==> config.mk <==
export PLATFORM = sky130hd
export DESIGN_NAME = obd_hex_reply_payload_extractor
export DESIGN_NICKNAME = d
export VERILOG_FILES = /design/src/rtl/obdx_pkg.sv /design/src/rtl/obdx_token.sv /design/src/rtl/obdx_frame.sv /design/src/rtl/obdx_rsq.sv /design/src/rtl/obd_hex_reply_payload_extractor.sv
export SDC_FILE = /design/constraint.sdc
export NUM_CORES = 1
export LEC_CHECK = 0
export ABC_CLOCK_PERIOD_IN_PS = 13180
export BUFFER_PORTS_ARGS = -buffer_cell sky130_fd_sc_hd__buf_4
export CORE_MARGIN = 1
export CORE_UTILIZATION = 40
export DETAILED_ROUTE_END_ITERATION = 6
export PLACE_DENSITY = 0.53
export RECOVER_POWER = 50
export SLEW_MARGIN = 10
export SYNTH_ARGS = -nofsm -noshare
export SYNTH_HDL_FRONTEND = slang
export SYNTH_SLANG_ARGS = --single-unit
==> constraint.sdc <==
create_clock -name aclk -period 13.18 [get_ports aclk]
set_input_delay 2.636 -clock aclk [delete_from_list [all_inputs] [get_ports aclk]]
set_output_delay 2.636 -clock aclk [all_outputs]
set_load 0.03 [all_outputs]
==> src/rtl/obdx_pkg.sv <==
// Shared types, codes and a helper function of the OBD reply payload extractor.
package obdx_pkg;

    // Header byte offset and the service mode that carries a record index.
    localparam logic [7:0] HDR_OFFSET      = 8'h40;
    localparam logic [7:0] MODE_WITH_INDEX = 8'h09;

    // Character codes the tokenizer looks for.
    localparam logic [7:0] CHAR_SPACE = 8'h20;
    localparam logic [7:0] CHAR_CR    = 8'h0D;
    localparam logic [7:0] CHAR_LF    = 8'h0A;
    localparam logic [7:0] CHAR_COLON = 8'h3A;
    localparam logic [7:0] CHAR_ZERO  = 8'h30;
    localparam logic [7:0] CHAR_X_LO  = 8'h78;
    localparam logic [7:0] CHAR_X_UP  = 8'h58;

    // Result queue depth and its occupancy counter width.
    localparam int QUEUE_DEPTH = 4;
    localparam int QUEUE_CW    = 3;

    // Configuration register indexes.
    localparam logic [1:0] REG_REQUEST_MODE = 2'd0;
    localparam logic [1:0] REG_REQUEST_PID  = 2'd1;
    localparam logic [1:0] REG_WANTED_LEN   = 2'd2;

    // Parse state of the token being collected.
    typedef enum logic [2:0] {
        FORM_EMPTY   = 3'd0,
        FORM_ZERO    = 3'd1,
        FORM_AFTER_X = 3'd2,
        FORM_DIGITS  = 3'd3,
        FORM_DONE    = 3'd4,
        FORM_BAD     = 3'd5,
        FORM_COLON   = 3'd6
    } form_t;

    // A token closed by the tokenizer.
    typedef struct packed {
        logic        valid;
        logic [31:0] value;
    } obdx_tok_t;

    // Configuration register set.
    typedef struct packed {
        logic [7:0] request_mode;
        logic [7:0] request_pid;
        logic [7:0] wanted_len;
    } obdx_cfg_t;

    // One result item.
    typedef struct packed {
        logic       result_kind;
        logic [7:0] payload_byte;
        logic       success;
        logic [7:0] bytes_out;
        logic       last_result;
    } obdx_res_t;

    // Hex digit decode: bit 4 flags a valid digit, bits 3:0 hold its value.
    function automatic logic [4:0] hex_digit(input logic [7:0] c);
        logic [4:0] r;
        r = 5'd0;
        if (c >= 8'h30 && c <= 8'h39) begin
            r = {1'b1, 4'(c - 8'h30)};
        end else if (c >= 8'h61 && c <= 8'h66) begin
            r = {1'b1, 4'(c - 8'h57)};
        end else if (c >= 8'h41 && c <= 8'h46) begin
            r = {1'b1, 4'(c - 8'h37)};
        end
        return r;
    endfunction

endpackage

==> src/rtl/obdx_token.sv <==
// Tokenizer: collects characters into a hex token and closes it on a delimiter or end of reply.
module obdx_token (
    input  logic                  aclk,
    input  logic                  aresetn,
    input  logic                  accept,
    input  logic [7:0]            reply_char,
    input  logic                  end_of_reply,
    output obdx_pkg::obdx_tok_t   tok
);

    obdx_pkg::form_t form_reg, form_next, form_fed;
    logic [31:0]     value_reg, value_next, value_fed;
    logic [4:0]      dig;
    logic            is_delim;
    logic            closing;
    obdx_pkg::form_t close_form;

    // Feed one non-delimiter character into the token.
    always_comb begin
        dig       = obdx_pkg::hex_digit(reply_char);
        form_fed  = form_reg;
        value_fed = value_reg;
        if (reply_char == obdx_pkg::CHAR_COLON) begin
            form_fed = obdx_pkg::FORM_COLON;
        end else begin
            unique case (form_reg)
                obdx_pkg::FORM_EMPTY: begin
                    if (!dig[4]) begin
                        form_fed = obdx_pkg::FORM_BAD;
                    end else begin
                        value_fed = {28'd0, dig[3:0]};
                        form_fed  = (reply_char == obdx_pkg::CHAR_ZERO) ?
                                    obdx_pkg::FORM_ZERO : obdx_pkg::FORM_DIGITS;
                    end
                end
                obdx_pkg::FORM_ZERO: begin
                    if (reply_char == obdx_pkg::CHAR_X_LO ||
                        reply_char == obdx_pkg::CHAR_X_UP) begin
                        form_fed = obdx_pkg::FORM_AFTER_X;
                    end else if (dig[4]) begin
                        value_fed = {28'd0, dig[3:0]};
                        form_fed  = obdx_pkg::FORM_DIGITS;
                    end else begin
                        form_fed = obdx_pkg::FORM_DONE;
                    end
                end
                obdx_pkg::FORM_AFTER_X: begin
                    if (dig[4]) begin
                        value_fed = {28'd0, dig[3:0]};
                        form_fed  = obdx_pkg::FORM_DIGITS;
                    end else begin
                        form_fed = obdx_pkg::FORM_DONE;
                    end
                end
                obdx_pkg::FORM_DIGITS: begin
                    if (dig[4]) begin
                        value_fed = {value_reg[27:0], dig[3:0]};
                    end else begin
                        form_fed = obdx_pkg::FORM_DONE;
                    end
                end
                default: begin
                    form_fed = form_reg;
                end
            endcase
        end
    end

    // Close the token on a delimiter, or after feeding the final character.
    always_comb begin
        is_delim = (reply_char == obdx_pkg::CHAR_SPACE) ||
                   (reply_char == obdx_pkg::CHAR_CR) ||
                   (reply_char == obdx_pkg::CHAR_LF);
        closing    = accept && (is_delim || end_of_reply);
        close_form = is_delim ? form_reg : form_fed;
        tok.value  = is_delim ? value_reg : value_fed;
        tok.valid  = closing && (close_form == obdx_pkg::FORM_ZERO ||
                                 close_form == obdx_pkg::FORM_AFTER_X ||
                                 close_form == obdx_pkg::FORM_DIGITS ||
                                 close_form == obdx_pkg::FORM_DONE);
        form_next  = form_reg;
        value_next = value_reg;
        if (closing) begin
            form_next  = obdx_pkg::FORM_EMPTY;
            value_next = 32'd0;
        end else if (accept) begin
            form_next  = form_fed;
            value_next = value_fed;
        end
    end

    // Token registers.
    always_ff @(posedge aclk) begin
        if (!aresetn) begin
            form_reg  <= obdx_pkg::FORM_EMPTY;
            value_reg <= 32'd0;
        end else begin
            form_reg  <= form_next;
            value_reg <= value_next;
        end
    end

endmodule

==> src/rtl/obdx_frame.sv <==
// Header search and payload copy: turns closed tokens into payload and status results.
module obdx_frame #(
    parameter int MAX_TOKENS = 512
) (
    input  logic                           aclk,
    input  logic                           aresetn,
    input  logic                           accept,
    input  logic                           end_of_reply,
    input  obdx_pkg::obdx_tok_t            tok,
    input  obdx_pkg::obdx_cfg_t            cfg,
    output obdx_pkg::obdx_res_t [2:0]      res,
    output logic [1:0]                     res_count
);

    localparam int SeenW = $clog2(MAX_TOKENS + 1);

    logic [31:0]      prev_tok_reg, prev_tok_next;
    logic             prev_v_reg, prev_v_next;
    logic             copy_reg, copy_next;
    logic             skip_reg, skip_next;
    logic [7:0]       pend_reg, pend_next;
    logic             pend_v_reg, pend_v_next;
    logic [SeenW-1:0] seen_reg, seen_next;
    logic [7:0]       copied_reg, copied_next;

    logic [7:0]       hdr_mode;
    logic             indexed;
    logic             done;
    logic             ok;

    // One token step, then end-of-reply flush and status.
    always_comb begin
        hdr_mode      = cfg.request_mode + obdx_pkg::HDR_OFFSET;
        indexed       = (cfg.request_mode == obdx_pkg::MODE_WITH_INDEX);
        prev_tok_next = prev_tok_reg;
        prev_v_next   = prev_v_reg;
        copy_next     = copy_reg;
        skip_next     = skip_reg;
        pend_next     = pend_reg;
        pend_v_next   = pend_v_reg;
        seen_next     = seen_reg;
        copied_next   = copied_reg;
        res           = '0;
        res_count     = 2'd0;
        done          = 1'b0;
        ok            = 1'b0;

        if (tok.valid && seen_reg < SeenW'(MAX_TOKENS)) begin
            seen_next = seen_reg + 1'b1;
            if (!copy_reg) begin
                // Header search on consecutive token pairs.
                if (prev_v_reg && prev_tok_reg == {24'd0, hdr_mode} &&
                    tok.value == {24'd0, cfg.request_pid}) begin
                    copy_next = 1'b1;
                    skip_next = indexed;
                end else begin
                    prev_tok_next = tok.value;
                    prev_v_next   = 1'b1;
                end
            end else if (skip_reg) begin
                skip_next = 1'b0;
            end else begin
                // A held header byte is either a repeated header or payload.
                if (pend_v_reg) begin
                    pend_v_next = 1'b0;
                    if (tok.value == {24'd0, cfg.request_pid}) begin
                        skip_next = indexed;
                        done      = 1'b1;
                    end else if (copied_next < cfg.wanted_len) begin
                        res[res_count].payload_byte = pend_reg;
                        res_count   = res_count + 1'b1;
                        copied_next = copied_next + 1'b1;
                    end
                end
                if (!done && copied_next < cfg.wanted_len) begin
                    if (tok.value == {24'd0, hdr_mode}) begin
                        pend_next   = hdr_mode;
                        pend_v_next = 1'b1;
                    end else begin
                        res[res_count].payload_byte = tok.value[7:0];
                        res_count   = res_count + 1'b1;
                        copied_next = copied_next + 1'b1;
                    end
                end
            end
        end

        if (accept && end_of_reply) begin
            // A header byte still held at the end goes out as payload.
            if (pend_v_next && copied_next < cfg.wanted_len) begin
                res[res_count].payload_byte = pend_next;
                res_count   = res_count + 1'b1;
                copied_next = copied_next + 1'b1;
            end
            ok = copy_next && (seen_next >= SeenW'(3)) && (copied_next == cfg.wanted_len);
            res[res_count].result_kind = 1'b1;
            res[res_count].success     = ok;
            res[res_count].bytes_out   = copied_next;
            res[res_count].last_result = 1'b1;
            res_count = res_count + 1'b1;
            // Start the next reply from a clean state.
            prev_tok_next = 32'd0;
            prev_v_next   = 1'b0;
            copy_next     = 1'b0;
            skip_next     = 1'b0;
            pend_next     = 8'd0;
            pend_v_next   = 1'b0;
            seen_next     = '0;
            copied_next   = 8'd0;
        end
    end

    // Reply state registers.
    always_ff @(posedge aclk) begin
        if (!aresetn) begin
            prev_tok_reg <= 32'd0;
            prev_v_reg   <= 1'b0;
            copy_reg     <= 1'b0;
            skip_reg     <= 1'b0;
            pend_reg     <= 8'd0;
            pend_v_reg   <= 1'b0;
            seen_reg     <= '0;
            copied_reg   <= 8'd0;
        end else begin
            prev_tok_reg <= prev_tok_next;
            prev_v_reg   <= prev_v_next;
            copy_reg     <= copy_next;
            skip_reg     <= skip_next;
            pend_reg     <= pend_next;
            pend_v_reg   <= pend_v_next;
            seen_reg     <= seen_next;
            copied_reg   <= copied_next;
        end
    end

endmodule

==> src/rtl/obdx_rsq.sv <==
// Result queue: takes up to three results a cycle and hands them out one item at a time.
module obdx_rsq (
    input  logic                          aclk,
    input  logic                          aresetn,
    input  obdx_pkg::obdx_res_t [2:0]     push_res,
    input  logic [1:0]                    push_count,
    output logic                          space_ok,
    output obdx_pkg::obdx_res_t           head,
    output logic                          head_valid,
    input  logic                          head_ready
);

    obdx_pkg::obdx_res_t q_reg   [obdx_pkg::QUEUE_DEPTH];
    obdx_pkg::obdx_res_t q_next  [obdx_pkg::QUEUE_DEPTH];
    obdx_pkg::obdx_res_t q_shift [obdx_pkg::QUEUE_DEPTH];
    logic [obdx_pkg::QUEUE_CW-1:0] count_reg, count_next, base, rel;
    logic pop;

    // Room for a full burst of results decides whether a new item may enter.
    assign space_ok   = (count_reg <= obdx_pkg::QUEUE_CW'(obdx_pkg::QUEUE_DEPTH - 3));
    assign head_valid = (count_reg != '0);
    assign head       = q_reg[0];
    assign pop        = head_valid && head_ready;

    // Shift out the head on a pop, then append the new results behind the rest.
    always_comb begin
        base = count_reg - {{(obdx_pkg::QUEUE_CW-1){1'b0}}, pop};
        for (int i = 0; i < obdx_pkg::QUEUE_DEPTH - 1; i++) begin
            q_shift[i] = pop ? q_reg[i+1] : q_reg[i];
        end
        q_shift[obdx_pkg::QUEUE_DEPTH-1] = q_reg[obdx_pkg::QUEUE_DEPTH-1];
        for (int i = 0; i < obdx_pkg::QUEUE_DEPTH; i++) begin
            rel       = obdx_pkg::QUEUE_CW'(i) - base;
            q_next[i] = q_shift[i];
            if (obdx_pkg::QUEUE_CW'(i) >= base &&
                obdx_pkg::QUEUE_CW'(i) < base + {1'b0, push_count}) begin
                q_next[i] = push_res[rel[1:0]];
            end
        end
        count_next = base + {1'b0, push_count};
    end

    // Queue entry registers; they hold payload and status results.
    always_ff @(posedge aclk) begin
        for (int i = 0; i < obdx_pkg::QUEUE_DEPTH; i++) begin
            q_reg[i] <= q_next[i];
        end
    end

    // Occupancy counter.
    always_ff @(posedge aclk) begin
        if (!aresetn) begin
            count_reg <= '0;
        end else begin
            count_reg <= count_next;
        end
    end

endmodule

==> src/rtl/obd_hex_reply_payload_extractor.sv <==
// Top level of the OBD hex reply payload extractor: config registers, tokenizer, framer, queue.
//
//   Port group  Dir  Carries
//   s_*         in   reply characters; tdata = reply_char, tlast = end_of_reply
//   m_*         out  results; tdata = payload_byte, success, bytes_out; tuser = result_kind;
//                    tlast = last_result
//   cfg_*       in   register writes; cfg_index selects mode, pid or wanted length
//
// One character is taken per cycle while s_tready is high; its token and header update finish in that cycle.
// A character yields up to three results, which wait in a four-entry queue; s_tready is
// high while the queue has room for three, so one result per character streams at full rate.
// Reset is synchronous and active low; it clears the reply state and loads register defaults.
// A stall on m_tready backs up the queue, which then lowers s_tready; config writes are taken every cycle.
module obd_hex_reply_payload_extractor #(
    parameter int MAX_TOKENS = 512
) (
    input  logic        aclk,
    input  logic        aresetn,
    input  logic        s_tvalid,
    output logic        s_tready,
    input  logic [7:0]  s_tdata,   // [7:0] reply_char
    input  logic        s_tlast,
    output logic        m_tvalid,
    input  logic        m_tready,
    output logic [23:0] m_tdata,   // [7:0] payload_byte, [8] success, [16:9] bytes_out, zeros above
    output logic        m_tuser,   // [0] result_kind
    output logic        m_tlast,
    input  logic        cfg_valid,
    output logic        cfg_ready,
    input  logic [1:0]  cfg_index,
    input  logic [7:0]  cfg_data
);

    obdx_pkg::obdx_cfg_t        cfg_reg, cfg_next;
    obdx_pkg::obdx_tok_t        tok;
    obdx_pkg::obdx_res_t [2:0]  res;
    obdx_pkg::obdx_res_t        head;
    logic [1:0]                 res_count;
    logic                       accept;
    logic                       space_ok;

    assign s_tready  = space_ok;
    assign accept    = s_tvalid && space_ok;
    assign cfg_ready = 1'b1;

    // Configuration register writes.
    always_comb begin
        cfg_next = cfg_reg;
        if (cfg_valid) begin
            unique case (cfg_index)
                obdx_pkg::REG_REQUEST_MODE: cfg_next.request_mode = cfg_data;
                obdx_pkg::REG_REQUEST_PID:  cfg_next.request_pid  = cfg_data;
                obdx_pkg::REG_WANTED_LEN:   cfg_next.wanted_len   = cfg_data;
                default:                    cfg_next = cfg_reg;
            endcase
        end
    end

    always_ff @(posedge aclk) begin
        if (!aresetn) begin
            cfg_reg.request_mode <= 8'd1;
            cfg_reg.request_pid  <= 8'd0;
            cfg_reg.wanted_len   <= 8'd1;
        end else begin
            cfg_reg <= cfg_next;
        end
    end

    // Character tokenizer.
    obdx_token u_token (
        .aclk         (aclk),
        .aresetn      (aresetn),
        .accept       (accept),
        .reply_char   (s_tdata),
        .end_of_reply (s_tlast),
        .tok          (tok)
    );

    // Header search and payload copy.
    obdx_frame #(
        .MAX_TOKENS (MAX_TOKENS)
    ) u_frame (
        .aclk         (aclk),
        .aresetn      (aresetn),
        .accept       (accept),
        .end_of_reply (s_tlast),
        .tok          (tok),
        .cfg          (cfg_reg),
        .res          (res),
        .res_count    (res_count)
    );

    // Result queue toward the output channel.
    obdx_rsq u_rsq (
        .aclk       (aclk),
        .aresetn    (aresetn),
        .push_res   (res),
        .push_count (res_count),
        .space_ok   (space_ok),
        .head       (head),
        .head_valid (m_tvalid),
        .head_ready (m_tready)
    );

    // Pack the head result onto the output channel.
    assign m_tdata = {7'd0, head.bytes_out, head.success, head.payload_byte};
    assign m_tuser = head.result_kind;
    assign m_tlast = head.last_result;

endmodule
Word level (Yosys, flattened, before mapping)
Memory sizes are Yosys's and may differ from the RTL's.
Index checks and enable logic that the tools add are counted.
- bits in registers: 124
- RAM bits: 76
- output and inout port bits: 29
- logic and storage cells: 243
- memories kept: 1
- add/subtract/negate cells: 17
- $lt $le $gt $ge: 30
- equal/unequal tests: 21
- multiplexer cells: 115
- bitwise gates (word level): 3
- reductions and logical operators: 42
- memory list (memory ; words ; bits a word ; rd ports ; clocked after memory_dff ; wr ports ; RTL line ; text):
    u_rsq.q_reg ; 4 ; 19 ; 4 ; 0 ; 4 ; obdx_rsq.sv:13 ; obdx_pkg::obdx_res_t q_reg [obdx_pkg::QUEUE_DEPTH];
- operators by type and width (operator ; number):
    two-way mux 57 bit ; 8
    bitwise mux 57 bit ; 6
    demux 19 bit (select 2 bit) ; 6
    two-way mux 19 bit ; 12
    two-way mux 8 bit ; 24
    two-way mux 32 bit ; 5
    binary-select mux 19 bit (select 2 bit) ; 4
    == test 32 x 8 -> 1 bit ; 3
    one-hot mux 32 bit (3 select lines) ; 1
    two-way mux 18 bit ; 2
    two-way mux 2 bit ; 14
    adder 8 x 1 -> 8 bit (second input constant) ; 3
    == test 8 x 4 -> 1 bit (second input constant) ; 3
    == test 8 x 6 -> 1 bit (second input constant) ; 3
    < comparator 8 bit ; 3
    logical AND 1 bit ; 22
    < comparator 2 x 3 -> 1 bit (second input constant) ; 7
    two-way mux 1 bit ; 20
    two-way mux 10 bit ; 2
    two-way mux 3 bit ; 6
    == test 8 x 7 -> 1 bit (second input constant) ; 2
    greater-or-equal comparator 8 x 7 -> 1 bit (second input constant) ; 2
    less-or-equal comparator 8 x 7 -> 1 bit (second input constant) ; 2
    two-way mux 5 bit ; 3
    37 further kinds ; 65

Longest topological paths before layout
Gate-level depths: netlist (run 1).
- depth after elaboration: 39
- mapped depth: 45
- gate-level depth less buffers: 39

Modules after synthesis
Synthesis (run 1) repeated with hierarchy kept, for this count alone.
- cell total of the unflattened synthesis: 1305
- area, all modules: 12628.4 µm²
- modules (own cells, without submodules) (module ; instances ; cells each ; area an instance (µm²)):
    obdx_frame ; 1 ; 678 ; 5078.6
    obdx_rsq ; 1 ; 315 ; 4576.9
    obdx_token ; 1 ; 211 ; 1988.2
    obd_hex_reply_payload_extractor ; 1 ; 101 ; 984.7

Least setup slack after synthesis (run 1)
Ideal clock, no wire load.
- kind: input to register
- start point: input port s_tdata[3]
- end point: memory u_rsq.q_reg[1][0] in the netlist's numbering, enable pin
- data arrival time: 11.147 ns
- required time: 12.801 ns
- path slack: 1.654 ns
- cell stages on the path: 37
- buffers on the path: 7
- cell sequence: or4b_4 or3_4 a21oi_4 mux2_2 a221o_1 or4_4 buf_6 and3_1 or2_2 clkbuf_1 ha_1 a21oi_1 o21a_1 a31oi_2 a211oi_4 buf_6 nand4_1 xor2_1 o21ai_1 ha_1 a21o_1 a21oi_1 o21ai_2 nor3_2 a21o_1 buf_4 buf_6 xnor2_1 ha_1 nor2_1 a21oi_1 fa_1 nand2_1 nand3_1 clkbuf_1 clkbuf_1 nand2_1
- RTL lines (item ; RTL line ; text):
    from (decl) ; obd_hex_reply_payload_extractor.sv:21 ; input logic [7:0] s_tdata,
    to (decl) ; obdx_rsq.sv:13 ;

==> flow_metrics.tcl, run 1 <==
set metrics [dict create \
    status "finished, violations left" \
    violations "max-capacitance violations, max-slew violations" \
    ant_nets 0 \
    ys_async_sr_fraction 0 \
    hold_slack_ns 0.4703 \
    total_power_mw 2.365 \
    fin_crit_ns 12.14 \
    syn_avg_cell_area_um2 8.715 \
    grt_usage 0.2066 \
    cp_top_family "compound AO/OA/AOI/OAI gates" \
    clk_pin_slew_ns 0.07 \
    setup_viol 0 \
    cts_sinks 196 \
    crit_cells 40 \
    rr_worst_depth 36 \
    synth_top_flop_cell "dfxtp_1" \
    die_h_um 173.8 \
    rsz0062_at_grt "no" \
    hp-class "reg2reg" \
    synthTopCellsByArea "dfxtp_1 21%, edfxtp_1 18%, nand2_1 4.6%" \
    start_util 0.4092 \
    post_cts_buffers 0 \
    die_w_um 173.8 \
    numCtsBuffers 17 \
    nFillCells 2882 \
    ys.warnings.count 0 \
    avgRoutedWirePerCell_um 17.49 \
    grt_max_degree 63 \
    initialDrtViolationCount 811 \
    reg2reg_from "u_token.form_reg[2]$_SDFFE_PP0P_" \
    io_pins 53 \
    drive_gt1_frac 0.07912 \
    maxCapViolCount 3 \
    cp-startpoint "s_tdata[0]" \
    synth_area_mm2 0.01181 \
    clock_tree.buffer_depth 2 \
    crit_buf_inv 7 \
    synth_seq_cells 196 \
    fp-row-count 62 \
    grt_antenna_before_repair 0 \
    synth_edf_count 72 \
    placedCellCount 1717 \
    via_per_inst 5.614 \
    hpwl_um 22390 \
    final_max_slew_viol_count 108 \
    vias 9819 \
    required_ns 13.38 \
    io_buffer_count 44 \
    hold_viol 0 \
    coreArea_mm2 0.02886 \
    critPathCaptureType "flip-flop" \
    setup_tns_ns 0 \
    grt_pass1_wl_um 49990 \
    syn2layout_area_growth_pct 8.900 \
    firstDrtPassIters 5 \
    grt_overflow 0 \
    max_stage_delay_ns 0.69 \
    critPathCapture "u_rsq.q_reg[0][8]$_DFFE_PP_" \
    route.detailed.drc 0 \
    htreeDepth 4 \
    skew_ns 0.01726 \
    final_core_util 0.4456 \
    clk_latency_ns 0.45 \
    largest_reg_flops 72 \
    slew_headroom -0.6331 \
    ys_seq_area_frac 0.3933 \
    dieArea_mm2 0.03021 \
    postCtsHoldBufs 0 \
    p_sw_mw 0.9450 \
    startpoint_type "input port" \
    max_freq_mhz 82.36 \
    swShare 0.3996 \
    synthTopCellsByCount "146 x nand2_1, 124 x dfxtp_1, 118 x nor2_1, 93 x nand3_1" \
    diodes 0 \
    vdd_ir_drop_max_v 0.0002113 \
    stdcell_count 1749 \
    worst-setup-path-type "in2reg" \
    rr_endpoint "u_rsq.q_reg[0][8]$_DFFE_PP_" \
    r2r_slack_ns 3.62 \
    worst_pin_slew_ns 2.450 \
    multi_input_area_mm2 0.006540 \
    cts_tree "yes" \
    nNetsFinal 1420 \
    seq_area_mm2 0.004644 \
    leakage_nw 4.755 \
    internal-power_mw 1.420 \
    synth_top_area_frac 0.2102 \
    cts_root_buf "clkbuf_16" \
    power_frac_seq 0.380 \
    combPwrFrac 0.386 \
    cp_max_fo 27 \
    min_period_over_period 0.9212 \
    routed_wl_um 30600 \
    worst_ep_arrival_time_ns 12.34 \
    p_per_area_mw_per_mm2 183.9 \
    crit_path_top_delay_cell "o211ai_1" \
    yosysMostFrequentCell "nand2_1" \
    post_cts_resized 0 \
    yosys.area.top_type "dfxtp_1" \
    clockPowerShare 0.235 \
    synthCells 1355 \
    synth_cell_types 96 \
    grt_pass1_vias 9226 \
    gp_congestion 0.8585 \
]
==> stage by stage <==
step	setup WS, ns	area (um^2)
2_1_floorplan	1.654	11830
3_3_place_gp	0.8405	12400
3_5_place_dp	0.5837	12400
4_1_cts	1.065	13010
5_1_grt	0.2474	12860
6_report	1.038	12860
==> how the worst min path moves through the flow <==
| stage | start | to | slack (ns) | cells after the start |
|---|---|---|---|---|
| 2_1_floorplan | u_frame.prev_v_reg$_SDFFE_PP0P_ | u_frame.prev_v_reg$_SDFFE_PP0P_ | 0.43 | 2 |
| 3_3_place_gp | u_frame.prev_v_reg$_SDFFE_PP0P_ | u_frame.prev_v_reg$_SDFFE_PP0P_ | 0.45 | 2 |
| 3_5_place_dp | u_frame.prev_v_reg$_SDFFE_PP0P_ | u_frame.prev_v_reg$_SDFFE_PP0P_ | 0.46 | 2 |
| 6_report | u_frame.prev_v_reg$_SDFFE_PP0P_ | u_frame.prev_v_reg$_SDFFE_PP0P_ | 0.47 | 2 |
| 5_1_grt | u_token.value_reg[31]$_SDFFE_PP0P_ | u_token.value_reg[31]$_SDFFE_PP0P_ | 0.50 | 2 |
| 4_1_cts | u_token.value_reg[31]$_SDFFE_PP0P_ | u_token.value_reg[31]$_SDFFE_PP0P_ | 0.47 | 2 |
==> metal layers <==
metal	global-route usage	wire length, um	vias to the layer above
met4	0.05629	423	0
met5	0	0	-
met3	0.03158	1180	26
li1	-	-	4920
met1	0.2893	15140	4665
met2	0.3295	13850	208
==> kinds of logic (layout without fill, tap and decap cells) <==
| family | count (synthesis) | count (layout) | share of synthesized area |
|---|---|---|---|
| flip-flops | 196 | 196 | 0.3933 |
| adder cells (fa/ha/maj) | 44 | 44 | 0.04726 |
| AND/OR/NAND/NOR | 537 | 537 | 0.2252 |
| multiplexers | 61 | 61 | 0.05245 |
| AO/OA/AOI/OAI | 309 | 309 | 0.1832 |
| other | 2 | 8 | 0.0006360 |
| XOR/XNOR | 59 | 59 | 0.04492 |
| buffers and inverters | 147 | 151 | 0.05308 |
==> power by group through the flow <==
stage | sequential (mW) | clock (mW) | combinational, mW
after floorplan | 0.958 | 0 | 0.645
after global placement | 0.911 | 0 | 0.936
after detailed placement | 0.913 | 0 | 0.952
after CTS | 0.900 | 0.568 | 0.954
after global routing | 0.912 | 0.588 | 1.03
final | 0.898 | 0.555 | 0.913
==> cells in the final DEF, fill, tap and decap left out, types with 7 or more instances in the layout <==
master	count
nor3b_1	11
nand4_1	13
nor2b_1	30
xor2_1	15
dfxtp_1	124
clkbuf_1	28
xnor2_1	43
mux2_2	7
buf_4	37
nand2b_1	7
and4_1	9
a211oi_1	19
mux2i_1	54
a221o_1	13
a21o_1	13
and2_1	9
o31ai_1	13
a21oi_1	63
inv_1	53
nor3_1	28
a31oi_1	10
a22oi_1	13
and3_1	17
o22ai_1	14
nand3_1	93
nor4_1	20
or2_2	7
o21ai_0	68
edfxtp_1	72
clkbuf_16	17
conb_1	8
nor2_1	118
nand2_1	145
ha_1	43
==> layout make-up <==
cell class,instances,share of cell area
Clock buffer,17,0.03308
Sequential cell,196,0.3612
Inverter,54,0.01576
Timing Repair Buffer,65,0.02977
Multi-Input combinational cell,1018,0.5086
Tap cell,384,0.03736
Clock inverter,15,0.01430
==> worst min-delay path: stages, from the launching register on <==
cell	delay, ns
dfxtp_1	0.33
nor2_1	0.05
nor2_1	0.06
No activity file was read; power rests on OpenSTA's default activity.
==> run 2: changes to the inputs <==
--- a/config.mk
+++ b/config.mk
@@ -10,8 +10,10 @@
 export CORE_MARGIN = 1
 export CORE_UTILIZATION = 40
 export DETAILED_ROUTE_END_ITERATION = 6
+export GPL_TIMING_DRIVEN = 0
 export PLACE_DENSITY = 0.53
 export RECOVER_POWER = 50
+export SETUP_SLACK_MARGIN = 0.1
 export SLEW_MARGIN = 10
 export SYNTH_ARGS = -nofsm -noshare
 export SYNTH_HDL_FRONTEND = slang
==> run 2 against run 1 <==
  * The flow still finishes with violations (max-capacitance violations, max-slew violations)
  * Clock power grew 1%
  * Final cell count is 4.2% higher
  * Utilization is 1.2 points higher
  * Critical endpoint unchanged
  * Largest cell class unchanged
==> flow_metrics.tcl, run 2 (synthesis results as in run 1) <==
set metrics [dict create \
    p_per_area_mw_per_mm2 182.5 \
    vdd_ir_drop_max_v 0.0001212 \
    leakage_nw 4.842 \
    coreArea_mm2 0.02886 \
    worst_ep_arrival_time_ns 12.64 \
    worst-setup-path-type "in2reg" \
    io_buffer_count 44 \
    clk_latency_ns 0.45 \
    crit_path_top_delay_cell "fa_1" \
    final_max_slew_viol_count 5 \
    clockPowerShare 0.233 \
    violations "max-capacitance violations, max-slew violations" \
    total_power_mw 2.409 \
    fin_crit_ns 12.43 \
    hp-class "reg2reg" \
    grt_pass1_vias 9662 \
    io_pins 53 \
    htreeDepth 4 \
    routed_wl_um 31850 \
    min_period_over_period 0.9434 \
    maxCapViolCount 1 \
    grt_usage 0.2142 \
    swShare 0.4187 \
    largest_reg_flops 72 \
    postPlaceCellArea_mm2 0.01267 \
    rsz0062_at_grt "no" \
    nNetsFinal 1493 \
    firstDrtPassIters 5 \
    cp-startpoint "s_tdata[3]" \
    cp_top_family "compound AO/OA/AOI/OAI gates" \
    layout_commonest_cell "nand2_1" \
    cp_max_fo 10 \
    hold_viol 0 \
    setup_tns_ns 0 \
    r2r_slack_ns 3.42 \
    required_ns 13.38 \
    cts_root_buf "clkbuf_16" \
    diodes 0 \
    setup_viol 0 \
    skew_ns 0.02539 \
    numCtsBuffers 17 \
    rr_worst_depth 39 \
    crit_buf_inv 8 \
    die_h_um 173.8 \
    dieArea_mm2 0.03021 \
    design_area_mm2 0.01320 \
    rr_endpoint "u_rsq.q_reg[0][8]$_DFFE_PP_" \
    syn2layout_area_growth_pct 11.79 \
    grt_max_degree 25 \
    clock_tree.buffer_depth 2 \
    clk_pin_slew_ns 0.09 \
    nFillCells 2882 \
    hpwl_um 24650 \
    cts_sinks 196 \
    internal-power_mw 1.401 \
    reg2reg_from "u_token.form_reg[2]$_SDFFE_PP0P_" \
    max_freq_mhz 80.43 \
    grt_pass1_wl_um 51870 \
    critPathMostFrequentCell "nand2_1" \
    worst_pin_slew_ns 1.552 \
    status "finished, violations left" \
    critPathCapture "u_rsq.q_reg[0][8]$_DFFE_PP_" \
    max_stage_delay_ns 0.60 \
    vias 10010 \
    avgRoutedWirePerCell_um 17.48 \
    final_cell_mix "143 x nand2_1, 124 x dfxtp_1, 118 x nor2_1, 96 x clkbuf_1, 93 x nand3_1" \
    die_w_um 173.8 \
    hold_slack_ns 0.4715 \
    grt_antenna_before_repair 0 \
    p_sw_mw 1.009 \
    startpoint_type "input port" \
    drive_gt1_frac 0.07858 \
    gp_congestion 0.8536 \
    fp-row-count 62 \
    slew_headroom -0.04841 \
    combPwrFrac 0.397 \
    grt_overflow 0 \
    start_util 0.4092 \
    initialDrtViolationCount 669 \
    ant_nets 0 \
    cts_tree "yes" \
    crit_cells 40 \
    via_per_inst 5.495 \
    route.detailed.drc 0 \
    power_frac_seq 0.369 \
    critPathCaptureType "flip-flop" \
]
-- run 2: power groups by stage --
| stage | clock network [mW] | logic (mW) | registers [mW] |
|---|---|---|---|
| final | 0.562 | 0.958 | 0.890 |
| after floorplan | 0 | 0.645 | 0.958 |
| after global placement | 0 | 0.964 | 0.905 |
| after CTS | 0.576 | 0.987 | 0.895 |
| after global routing | 0.601 | 1.08 | 0.903 |
| after detailed placement | 0 | 0.985 | 0.908 |
-- run 2: worst min-delay path by stage --
| stage | from | end | slack [ns] | cells after the start |
|---|---|---|---|---|
| CTS | u_frame.prev_v_reg$_SDFFE_PP0P_ | u_frame.prev_v_reg$_SDFFE_PP0P_ | 0.48 | 2 |
| detailed placement | u_frame.prev_v_reg$_SDFFE_PP0P_ | u_frame.prev_v_reg$_SDFFE_PP0P_ | 0.46 | 2 |
| global placement | u_frame.prev_v_reg$_SDFFE_PP0P_ | u_frame.prev_v_reg$_SDFFE_PP0P_ | 0.44 | 2 |
| global route | u_token.value_reg[28]$_SDFFE_PP0P_ | u_token.value_reg[28]$_SDFFE_PP0P_ | 0.52 | 2 |
| finish | u_frame.prev_v_reg$_SDFFE_PP0P_ | u_frame.prev_v_reg$_SDFFE_PP0P_ | 0.47 | 2 |
| floorplan | u_frame.prev_v_reg$_SDFFE_PP0P_ | u_frame.prev_v_reg$_SDFFE_PP0P_ | 0.43 | 2 |
-- run 2: area by class of cell --
type                       instances  area [um^2]  share of cell area
sequential                       196         4644              0.3518
buffer                            93        425.4             0.03222
timing repair buffer              45        255.2             0.01933
clock buffer                      17        425.4             0.03222
clock inverter                    15        215.2             0.01630
inverter                          54        202.7             0.01535
multi-input combinational       1018         6553              0.4964
tap                              384        480.5             0.03639
-- run 2: tightest hold or removal path: cells and delay by family (launching register included) --
kind,cells,cell delay (ns)
flops,1,0.33
simple gates,2,0.11
-- run 2: stage by stage --
| stage | utilization | std cells | setup slack (ns) |
|---|---|---|---|
| floorplan | - | 1361 | 1.654 |
| global placement | 0.4381 | 1789 | -0.5931 |
| detailed placement | 0.4392 | 1790 | -0.2439 |
| CTS | 0.4614 | 1822 | 0.2150 |
| global route | 0.4575 | 1822 | 0.09783 |
| finish | 0.4575 | 1822 | 0.7464 |
-- run 2: per-layer routing --
metal	wire length (um)	share of wire	track usage	vias to the layer above
li1	-	-	-	5058
met1	15420	0.48	0.2935	4716
met2	14950	0.47	0.3620	216
met3	1105	0.035	0.02325	21
met4	367	0.012	0.04715	0
met5	0	0	0	-
-- run 2: what timing repair did --
action                                  in CTS  in global routing
gates resized for setup                      0                  9
setup buffers                                0                  0
endpoints found under the setup margin       0                 67
endpoints found under the hold margin        0                  0
hold buffers                                 0                  0
==> run 3: changes to the inputs <==
--- a/config.mk
+++ b/config.mk
@@ -8,10 +8,11 @@
 export ABC_CLOCK_PERIOD_IN_PS = 13180
 export BUFFER_PORTS_ARGS = -buffer_cell sky130_fd_sc_hd__buf_4
 export CORE_MARGIN = 1
-export CORE_UTILIZATION = 40
+export CORE_UTILIZATION = 41
+export CTS_BUF_LIST = sky130_fd_sc_hd__clkbuf_4 sky130_fd_sc_hd__clkbuf_8 sky130_fd_sc_hd__clkbuf_16
 export DETAILED_ROUTE_END_ITERATION = 6
 export GPL_TIMING_DRIVEN = 0
-export PLACE_DENSITY = 0.53
+export PLACE_DENSITY = 0.54
 export RECOVER_POWER = 50
 export SETUP_SLACK_MARGIN = 0.1
 export SLEW_MARGIN = 10
==> run 3 against run 2 <==
  * The run still ends with max-capacitance violations, max-slew violations left
  * Final area about the same
  * Clock skew down 0.0046 ns
  * Clock power down 2%
  * Total power down 0.90%
  * Via count up 0.12%
  * Routed wire length down 1.4%
  * Highest routed layer unchanged
  * Final cell count down 0.33%
  * Combinational power down 1%
  * Utilization up 1.2 points
  * Fmax down 0.58%
  * Sequential cell count unchanged
  * Hold slack better by 0.0089 ns
==> flow_metrics.tcl, run 3 (synthesis results as in run 1) <==
set metrics [dict create \
    clk_latency_ns 0.44 \
    nNetsFinal 1493 \
    grt_pass1_vias 9427 \
    leakage_nw 4.858 \
    diodes 0 \
    status "finished, violations left" \
    grt_usage 0.2229 \
    vias 10020 \
    die_h_um 171.7 \
    hp-start "u_frame.prev_v_reg$_SDFFE_PP0P_" \
    cts_root_buf "clkbuf_16" \
    grt_max_degree 21 \
    grt_antenna_before_repair 0 \
    cp-startpoint "s_tdata[1]" \
    nFillCells 2821 \
    coreArea_mm2 0.02809 \
    post_cts_buffers 0 \
    start_util 0.4204 \
    route.detailed.drc 0 \
    required_ns 13.37 \
    max_freq_mhz 79.96 \
    hold_viol 0 \
    slew_headroom -0.01914 \
    numCtsBuffers 17 \
    final_max_slew_viol_count 5 \
    worst_ep_arrival_time_ns 12.70 \
    io_buffer_count 44 \
    final_cell_mix "143 x nand2_1, 124 x dfxtp_1, 118 x nor2_1, 97 x clkbuf_1, 93 x nand3_1" \
    hold_depth 2 \
    worst_pin_slew_ns 1.509 \
    grt_overflow 0 \
    maxCapViolCount 1 \
    firstDrtPassIters 5 \
    fin_crit_ns 12.51 \
    postCtsHoldBufs 0 \
    cts_sinks 196 \
    largest_reg_flops 72 \
    gp_congestion 0.8843 \
    ant_nets 0 \
    routed_wl_um 31420 \
    initialDrtViolationCount 605 \
    via_per_inst 5.519 \
    crit_path_top_delay_cell "fa_1" \
    hpwl_um 24380 \
    critPathCaptureType "flip-flop" \
    drive_gt1_frac 0.07858 \
    worst_slack_ns 0.6734 \
    cts_tree "yes" \
    startpoint_type "input port" \
    io_pins 53 \
    p_per_area_mw_per_mm2 181.0 \
    syn2layout_area_growth_pct 11.70 \
    violations "max-capacitance violations, max-slew violations" \
    clk_pin_slew_ns 0.08 \
    fp-row-count 61 \
    r2r_slack_ns 3.31 \
    place_ws_ns -0.5993 \
    skew_ns 0.02083 \
    htreeDepth 4 \
    die_w_um 171.7 \
    dieArea_mm2 0.02948 \
    hp-class "reg2reg" \
    min_period_over_period 0.9489 \
    vdd_ir_drop_max_v 0.0001578 \
    worst-setup-path-type "in2reg" \
    grt_pass1_wl_um 51010 \
    clock_tree.buffer_depth 2 \
    max_stage_delay_ns 0.59 \
    reg2reg_from "u_token.form_reg[2]$_SDFFE_PP0P_" \
    avgRoutedWirePerCell_um 17.30 \
    setup_viol 0 \
    cp_max_fo 10 \
    rr_worst_depth 39 \
    layout_commonest_cell "nand2_1" \
    rsz0062_at_grt "no" \
    hold_slack_ns 0.4804 \
]
==> run 3: where the power goes <==
group / internal [mW] / total (mW) / switching [mW]
Sequential: 0.853 / 0.889 / 0.0360
Clock: 0.285 / 0.552 / 0.266
Combinational: 0.279 / 0.947 / 0.668
Total: 1.42 / 2.39 / 0.971
==> run 3: per-layer routing <==
layer	wire length, um	up-vias	global-route usage
met5	0	-	0
met2	14640	239	0.3681
li1	-	5079	-
met4	589	0	0.06599
met1	15040	4671	0.3025
met3	1148	34	0.02853
==> run 3: worst max-delay path: cells and delay by family <==
family	cells	cell delay (ns)
xor gates and xnor gates	2	0.35
AOI/OAI and AO/OA	14	3.53
buffers and inverters	9	1.86
and+or+nand+nor	11	2.23
adders and majority gates	5	1.69
muxes	1	0.38
==> run 3: through the flow <==
stage	util	std cells	total power [mW]	area [um^2]	setup TNS [ns]
6_report	0.4696	1816	2.388	13190	0
4_1_cts	0.4732	1816	2.434	13290	0
3_5_place_dp	0.4507	1784	1.880	12660	-27.26
3_3_place_gp	0.4498	1783	1.865	12630	-25.09
2_1_floorplan	-	1361	1.603	11830	0
5_1_grt	0.4696	1816	2.562	13190	0
==> run 3: worst paths after layout <==
kind	endpoint
min	u_frame.prev_v_reg$_SDFFE_PP0P_
max	u_rsq.q_reg[0][1]$_DFFE_PP_
min reg2reg	u_frame.prev_v_reg$_SDFFE_PP0P_
max reg2reg	u_rsq.q_reg[0][1]$_DFFE_PP_
==> run 3: cell type report <==
type	count	area [um^2]	area share
buffer	93	424.2	0.03216
clock buffer	18	450.4	0.03415
clock inverter	14	175.2	0.01328
inverter	54	202.7	0.01537
multi-input combinational	1018	6565	0.4977
sequential	196	4644	0.3521
tap	378	473.0	0.03586
timing repair buffer	45	255.2	0.01935
==> run 3: what timing repair did <==
item                       CTS  global route
resized for setup            1             7
setup endpoints to repair   54            56
hold endpoints to repair     0             0
